==> src/hdl/assert_macros.svh <==
// Assertion macros shared by the UTF-8 to Latin-1 decoder RTL.
// Each macro expects clk and an active-low rst_n in the enclosing scope.
`ifndef ASSERT_MACROS_SVH
`define ASSERT_MACROS_SVH

// Condition must hold at every clock edge outside reset.
`define ASSERT_ALWAYS(label, expr) \
  label: assert property (@(posedge clk) disable iff (!rst_n) (expr)) \
    else $error("assertion failed");

// Antecedent implies consequent in the same cycle.
`define ASSERT_IMPLIES(label, ante, cons) \
  label: assert property (@(posedge clk) disable iff (!rst_n) (ante) |-> (cons)) \
    else $error("assertion failed");

// Antecedent implies consequent in the following cycle.
`define ASSERT_NEXT(label, ante, cons) \
  label: assert property (@(posedge clk) disable iff (!rst_n) (ante) |=> (cons)) \
    else $error("assertion failed");

`endif

==> src/hdl/u2l_pkg.sv <==
// Package for the UTF-8 to Latin-1 decoder: widths, result type and helpers.
// No dependencies; used by u2l_core and utf8_to_latin1_decoder_top.
`default_nettype none

package u2l_pkg;

  localparam int COUNT_BITS = 16;
  localparam int CAP_W      = 16;
  localparam int BYTE_W     = 8;
  localparam int ACC_W      = 31;
  localparam int PEND_W     = 3;
  localparam int LEN_W      = 3;
  localparam int CMP_W      = (COUNT_BITS > CAP_W) ? COUNT_BITS : CAP_W;

  localparam logic [CAP_W-1:0]      CAP_RESET = '1;
  localparam logic [COUNT_BITS-1:0] COUNT_MAX = '1;
  localparam logic [PEND_W-1:0]     PEND_MAX  = PEND_W'(5);

  typedef struct packed {
    logic              valid;
    logic              last;
    logic [BYTE_W-1:0] data;
  } u2l_res_t;

  function automatic logic in_range(input logic [ACC_W-1:0] v, input logic [LEN_W-1:0] len);
    logic ok;
    case (len)
      LEN_W'(1): ok = (v <= ACC_W'(32'h7f));
      LEN_W'(2): ok = (v >= ACC_W'(32'h80)) && (v <= ACC_W'(32'h7ff));
      LEN_W'(3): ok = (v >= ACC_W'(32'h800)) && (v <= ACC_W'(32'hffff));
      LEN_W'(4): ok = (v >= ACC_W'(32'h10000)) && (v <= ACC_W'(32'h1fffff));
      LEN_W'(5): ok = (v >= ACC_W'(32'h200000)) && (v <= ACC_W'(32'h3ffffff));
      LEN_W'(6): ok = (v >= ACC_W'(32'h4000000));
      default:   ok = 1'b0;
    endcase
    return ok;
  endfunction

  function automatic logic [ACC_W-1:0] cont_bits(input logic [PEND_W-1:0] pend,
                                                 input logic [5:0] bits);
    logic [ACC_W-1:0] ext;
    logic [ACC_W-1:0] r;
    ext = {{(ACC_W-6){1'b0}}, bits};
    case (pend)
      PEND_W'(1): r = ext;
      PEND_W'(2): r = ext << 6;
      PEND_W'(3): r = ext << 12;
      PEND_W'(4): r = ext << 18;
      PEND_W'(5): r = ext << 24;
      default:    r = '0;
    endcase
    return r;
  endfunction

endpackage

`default_nettype wire

==> src/hdl/u2l_core.sv <==
// Decode stage of the UTF-8 to Latin-1 decoder: sequence state and per-byte logic.
// Depends on u2l_pkg and assert_macros.svh.
`default_nettype none
`include "assert_macros.svh"

module u2l_core (
  input  wire logic                       clk,
  input  wire logic                       rst_n,
  input  wire logic                       proc,
  input  wire logic [u2l_pkg::BYTE_W-1:0] byte_in,
  input  wire logic [u2l_pkg::CAP_W-1:0]  capacity,
  output u2l_pkg::u2l_res_t               res
);
  import u2l_pkg::*;

  logic [PEND_W-1:0]     pend_r,  pend_nxt;
  logic [ACC_W-1:0]      acc_r,   acc_nxt;
  logic [LEN_W-1:0]      len_r,   len_nxt;
  logic [COUNT_BITS-1:0] count_r, count_nxt;

  logic [CAP_W-1:0]  limit;
  logic              full;
  logic              fin;
  logic [ACC_W-1:0]  acc_acc;
  logic [PEND_W-1:0] pend_dec;

  always_comb begin
    limit    = (capacity != '0) ? capacity - CAP_W'(1) : '0;
    full     = CMP_W'(count_r) >= CMP_W'(limit);
    pend_nxt = pend_r;
    acc_nxt  = acc_r;
    len_nxt  = len_r;
    count_nxt = count_r;
    fin      = 1'b0;
    acc_acc  = acc_r | cont_bits(pend_r, byte_in[5:0]);
    pend_dec = pend_r - PEND_W'(1);
    res.valid = 1'b0;
    res.last  = 1'b0;
    res.data  = '0;
    if (byte_in == '0) begin
      res.valid = 1'b1;
      res.last  = 1'b1;
      pend_nxt  = '0;
      acc_nxt   = '0;
      len_nxt   = '0;
      count_nxt = '0;
    end else if (!full) begin
      if (pend_r == '0) begin
        unique casez (byte_in)
          8'b1111_110?: begin
            len_nxt = LEN_W'(6);
            acc_nxt = {byte_in[0], 30'b0};
          end
          8'b1111_10??: begin
            len_nxt = LEN_W'(5);
            acc_nxt = {5'b0, byte_in[1:0], 24'b0};
          end
          8'b1111_0???: begin
            len_nxt = LEN_W'(4);
            acc_nxt = {10'b0, byte_in[2:0], 18'b0};
          end
          8'b1110_????: begin
            len_nxt = LEN_W'(3);
            acc_nxt = {15'b0, byte_in[3:0], 12'b0};
          end
          8'b110?_????: begin
            len_nxt = LEN_W'(2);
            acc_nxt = {20'b0, byte_in[4:0], 6'b0};
          end
          8'b0???_????: begin
            len_nxt = LEN_W'(1);
            acc_nxt = {24'b0, byte_in[6:0]};
          end
          default: begin
            len_nxt = '0;
            acc_nxt = '0;
          end
        endcase
        pend_nxt = (len_nxt != '0) ? PEND_W'(len_nxt - LEN_W'(1)) : '0;
        fin      = (len_nxt == LEN_W'(1));
      end else if (pend_r > PEND_MAX || byte_in[7:6] != 2'b10) begin
        pend_nxt = '0;
        acc_nxt  = '0;
      end else begin
        acc_nxt  = acc_acc;
        pend_nxt = pend_dec;
        fin      = (pend_dec == '0);
      end
      if (fin && in_range(acc_nxt, len_nxt)) begin
        res.valid = 1'b1;
        res.data  = acc_nxt[BYTE_W-1:0];
        if (count_r != COUNT_MAX) begin
          count_nxt = count_r + COUNT_BITS'(1);
        end
      end
    end
  end

  always_ff @(posedge clk) begin
    if (!rst_n) begin
      pend_r  <= '0;
      acc_r   <= '0;
      len_r   <= '0;
      count_r <= '0;
    end else if (proc) begin
      pend_r  <= pend_nxt;
      acc_r   <= acc_nxt;
      len_r   <= len_nxt;
      count_r <= count_nxt;
    end
  end

  `ASSERT_ALWAYS(a_pend_bounded, pend_r <= PEND_MAX)
  `ASSERT_IMPLIES(a_pend_below_len, pend_r != '0, PEND_W'(len_r) > pend_r)
  `ASSERT_NEXT(a_term_clears, proc && byte_in == '0, count_r == '0 && pend_r == '0)

endmodule

`default_nettype wire

==> src/hdl/utf8_to_latin1_decoder_top.sv <==
// UTF-8 to Latin-1 decoder top level: input register, decode stage, result register.
// Depends on u2l_pkg, u2l_core and assert_macros.svh.
//
// Accepts one UTF-8 byte per clock cycle unless the result side stalls, and emits
// each valid code point as its low byte, at most capacity minus one per string; a
// zero byte gives a zero result with out_tlast high. Throughput is one byte per
// cycle, set by the single decode stage; only back-pressure on the result side
// stalls the input. The user must write the capacity register through the cfg
// port only while no transaction is in flight; the block does not enforce this.
`default_nettype none
`include "assert_macros.svh"

module utf8_to_latin1_decoder_top (
  input  wire logic                       clk,
  input  wire logic                       rst_n,
  input  wire logic                       in_tvalid,
  output logic                            in_tready,
  input  wire logic [u2l_pkg::BYTE_W-1:0] in_tdata,   // [7:0] in_byte
  output logic                            out_tvalid,
  input  wire logic                       out_tready,
  output logic [u2l_pkg::BYTE_W-1:0]      out_tdata,  // [7:0] out_byte
  output logic                            out_tlast,
  input  wire logic                       cfg_valid,
  output logic                            cfg_ready,
  input  wire logic [u2l_pkg::CAP_W-1:0]  cfg_data
);
  import u2l_pkg::*;

  logic              in_valid_r;
  logic [BYTE_W-1:0] in_byte_r;
  logic              out_valid_r, out_valid_nxt;
  logic [BYTE_W-1:0] out_byte_r;
  logic              out_last_r;
  logic [CAP_W-1:0]  cap_r;
  logic              proc;
  u2l_res_t          res;

  assign proc      = in_valid_r && (!out_valid_r || out_tready);
  assign in_tready = !in_valid_r || proc;
  assign cfg_ready = 1'b1;

  u2l_core u_core (
    .clk      (clk),
    .rst_n    (rst_n),
    .proc     (proc),
    .byte_in  (in_byte_r),
    .capacity (cap_r),
    .res      (res)
  );

  always_comb begin
    out_valid_nxt = out_valid_r;
    if (proc) begin
      out_valid_nxt = res.valid;
    end else if (out_tready) begin
      out_valid_nxt = 1'b0;
    end
  end

  always_ff @(posedge clk) begin
    if (!rst_n) begin
      in_valid_r  <= 1'b0;
      out_valid_r <= 1'b0;
      cap_r       <= CAP_RESET;
    end else begin
      if (in_tready) begin
        in_valid_r <= in_tvalid;
      end
      out_valid_r <= out_valid_nxt;
      if (cfg_valid && cfg_ready) begin
        cap_r <= cfg_data;
      end
    end
  end

  always_ff @(posedge clk) begin
    if (in_tvalid && in_tready) begin
      in_byte_r <= in_tdata;
    end
    if (proc && res.valid) begin
      out_byte_r <= res.data;
      out_last_r <= res.last;
    end
  end

  assign out_tvalid = out_valid_r;
  assign out_tdata  = out_byte_r;
  assign out_tlast  = out_last_r;

  `ASSERT_NEXT(a_term_emits, proc && in_byte_r == '0, out_valid_r && out_last_r)
  `ASSERT_IMPLIES(a_last_is_zero, out_valid_r && out_last_r, out_byte_r == '0)
  `ASSERT_NEXT(a_stall_holds, out_valid_r && !out_tready, out_valid_r && $stable(out_byte_r))

endmodule

`default_nettype wire

==> config.mk <==
export PLATFORM = sky130hd
export DESIGN_NAME = utf8_to_latin1_decoder_top
export DESIGN_NICKNAME = d
export VERILOG_FILES = /design/src/hdl/u2l_pkg.sv /design/src/hdl/u2l_core.sv /design/src/hdl/utf8_to_latin1_decoder_top.sv
export VERILOG_INCLUDE_DIRS = /design/src /design/src/hdl
export SDC_FILE = /design/constraint.sdc
export NUM_CORES = 1
export LEC_CHECK = 0
export BUFFER_PORTS_ARGS = -buffer_cell sky130_fd_sc_hd__buf_2
export CORE_ASPECT_RATIO = 2
export CORE_UTILIZATION = 35
export CTS_CLUSTER_DIAMETER = 30
export CTS_CLUSTER_SIZE = 8
export DETAILED_ROUTE_END_ITERATION = 12
export PLACE_DENSITY = 0.49
export REMOVE_ABC_BUFFERS = 1
export SLEW_MARGIN = 20
export SYNTH_ARGS = -nofsm -noshare
export SYNTH_HDL_FRONTEND = slang
export SYNTH_HIERARCHICAL = 1
export SYNTH_SLANG_ARGS = --single-unit
==> constraint.sdc <==
create_clock -name clk -period 8.75 [get_ports clk]
set_input_delay 0.4375 -clock clk [delete_from_list [all_inputs] [get_ports clk]]
set_output_delay 0.4375 -clock clk [all_outputs]
set_load 0.03 [all_outputs]
==> summary.md <==
| Metric | Value |
|---|---|
| Sequence of cells on the critical path | `nor3_1 > nand3b_1 > nor4_1 > nand3b_1 > or3_1 > nand2_1 > ha_1 > a2111o_1 > a31oi_1 > o21ai_1 > a211oi_1 > and2_1 > buf_4 > nor2_1 > a21oi_1 > buf_4 > a22oi_1 > nor2b_1` |
| Final hold violations | `0` |
| Synth top area cells | `dfxtp_1 28%, edfxtp_1 10%, ha_1 6.7%, nand2_1 5.7%, mux2i_1 3.9%` |
| Die W | `87.1 um` |
| Initial antenna violation count | `0` |
| Via density | `5.60` |
| Mapped Area | `between 5000 and 6000 um^2` |
| Post-CTS Setup Bufs | `0` |
| Num rows | `61` |
| Post-DRT Antenna Nets | `0` |
| Actual slew at the worst max-slew pin | `1.08 ns` |
| Final setup vio count | `0` |
| Top-area cell type share of the netlist area | `28.0%` |
| Latest clock arrival within the worst-skew pair | `0.35 ns` |
| Final RePlAce weighted congestion | `approximately 0.90` |
| Clock Path Buffers | `2` |
| Crit-path max cell delay | `0.55 ns` |
| RSZ-0062 raised after global routing | `no` |
| Iter 0 DRT Violations | `167` |
| Hold Crit Class | `input port to register` |
| Die Ht | `about 170 um` |
| Detailed-route via count | `roughly 4400` |
| Post-layout min period | `about 5.4 ns` |
| Clock Skew | `0.00710 ns` |
| Pwr/cell area | `roughly 170 nW/um^2` |
| Tot GR Track Use | `19.8%` |
| Crit path buf inv count | `2` |
| Final Max Slew Viols | `0` |
| DP Area | `roughly 5400 um^2` |
| Antenna diodes | `0` |
| Fin crit share | `61.6%` |
| Share of cells above drive strength 1 | `between 10% and 20%` |
| Post-synth cell types | `64` |
| Setup crit start kind | `register` |
| Final wirelength | `around 14 mm` |
| Max-cap violations | `0` |
| Setup_tns | `0 ns` |
| Hold_buf cts | `0` |
| CTS tree | `built` |
| DRT Pass-1 Iters | `5` |
| GRT overflow | `0` |
| Max Freq | `approximately 190 MHz` |
| Num CTS Buffers | `9` |
| #FFs+latches synth | `just under 90` |
| CTS root buffer | `clkbuf_16` |
| Slew margin rel. | `28.0%` |
| Status | `finished clean` |
| Crit Path Max Fanout | `31` |
| Ys async rst share | `0%` |
| Area growth, synth to finish | `12.1%` |
| Total leakage power | `0.00226 uW` |
| CTS sink cnt | `88` |
| Avg Inst Size Synth | `8.92 um^2` |
| Post-synth EDFFs | `17` |
| Slowest CP cell | `nor4_1` |
| Post-cts resize count | `0` |
| Top Ports | `41` |
| Area leader, netlist | `dfxtp_1` |
| Fin area | `between 5000 and 6000 um^2` |
| Die area | `15000 um^2` |
| PnR Total Power | `962 uW` |
| Starting density of the core | `36.1%` |
| DRC | `0` |
| Post-Synthesis Cells | `569` |
| Worst VDD drop | `0.0960 mV` |
| Port bufs | `39` |
| Post-DP HPWL | `10.5 mm` |
| WP data arrival | `5.67 ns` |
| Seq/Total Area, Yosys | `38.1%` |
| Crit. End Element | `register` |
| Net count, final | `644` |
| Crit Path Category | `register to register` |
| CP top delay family | `simple AND/OR/NAND/NOR gates` |
| First-pass GRT wire length | `roughly 23 mm` |
| Placed Instances | `766` |
| Fin cells | `782` |
| Layout fillers | `between 1000 and 1500` |
| Critical Path RT | `roughly 9 ns` |
| Clock transition at path regs | `roughly 0.07 ns` |
| Most used flip-flop cell after synthesis | `dfxtp_1` |
| Yosys warnings | `6` |
| Core Area | `14000 um^2` |
| Vias in the first global route | `between 4000 and 5000` |
| Avg WL per Cell | `17.6 um` |
| Largest net degree at the start of global routing | `64` |
| H-tree Lvls | `3` |
layout by cell type (no fill, tap or decap), drive strengths merged, types with 11 or more instances in the layout:
| master | n |
|---|---|
| edfxtp | 17 |
| nand2 | 77 |
| nor2b | 27 |
| a32oi | 13 |
| mux2i | 20 |
| inv | 14 |
| buf | 45 |
| a21oi | 16 |
| o21ai | 12 |
| o2111ai | 11 |
| ha | 27 |
| a2111o | 12 |
| nor3 | 15 |
| dfxtp | 71 |
| nor2 | 37 |
| a22oi | 20 |
| nand3 | 22 |
registers in the layout, indices dropped and copies added (netlist names):
signal          flops
out_tdata           8
u_core/count_r     16
u_core/len_r        3
out_tvalid          1
out_tlast           1
u_core/pend_r       3
u_core/acc_r       31
cap_r              16
in_byte_r           8
in_valid_r          1
synth_stat cells (3+ instances only):
cell type   n
nand3_1    22
and2_1     10
xnor2_1     5
ha_1       27
o21ai_1     3
a21oi_1    16
o21ai_0     9
a22oi_1    20
nand2_1    77
o22ai_1     3
a31oi_1     6
or3_1       5
clkbuf_1   25
o2111ai_1  11
buf_6       3
a21boi_1    5
edfxtp_1   17
nor2_1     36
a21o_1      3
a211oi_1    5
nand3b_1    3
or4_1       3
a21boi_0    3
nor2b_1    27
inv_1       9
buf_2       7
a2111o_1   12
mux2i_1    20
o211ai_1    5
a32oi_1    13
nand4_1     8
xor2_1      7
nand2b_1    6
or3b_1      3
dfxtp_1    71
nor4_1      7
nor3_1     15
and3_1      7
nor3b_1     3
final cells by class:
class | count | area (um^2) | share of cell area, %
Tap cell | 189 | 236 | 4.16
Clock buffer | 9 | 225 | 3.96
Sequential cell | 88 | 1930 | 34.0
Inverter | 11 | 41.3 | 0.726
Multi-Input combinational cell | 433 | 2910 | 51.2
Timing Repair Buffer | 45 | 240 | 4.22
Clock inverter | 7 | 101 | 1.78
per-layer routing:
metal | up-vias | global-route usage, % | share of wire [%]
li1 | 2154 | - | -
met1 | 2077 | 17.7 | 35
met2 | 100 | 40.0 | 57
met3 | 50 | 2.63 | 2.2
met4 | 0 | 12.2 | 6.0
met5 | - | 0 | 0
power by group:
group	switching, uW	total (uW)	leakage (uW)	internal, uW
Combinational	57.4	92.7	0.00135	35.3
Clock	174	428	0.000160	254
Sequential	17.6	441	0.000753	423
per-stage QoR:
step	utilization (%)	hold WS [ns]	worst slack (ns)
after CTS	40.5	0.249	3.37
final	40.5	0.261	3.36
after global routing	40.5	0.248	2.84
after detailed placement	38.2	0.447	3.37
after floorplan	-	0.426	3.66
after global placement	38.2	0.440	3.57
kinds of logic after synthesis:
family / synth area share (%)
and+or+nand+nor: 24.3
AOI/OAI and AO/OA: 20.4
DFF: 38.1
buffers and inverters: 4.56
adders and majority gates: 6.66
muxes: 3.94
xor gates and xnor gates: 2.07
other: 0.0739
final timing paths:
check,slack [ns],endpoint,cells after the start,from
min,0.26,in_byte_r[1],1,in_tdata[1]
min reg2reg,0.46,u_core/acc_r[21],2,u_core/acc_r[21]
max reg2reg,3.36,u_core/acc_r[3],18,cap_r[3]
max,3.36,u_core/acc_r[3],18,cap_r[3]
Note: power is estimated with default switching activity, not from simulation.
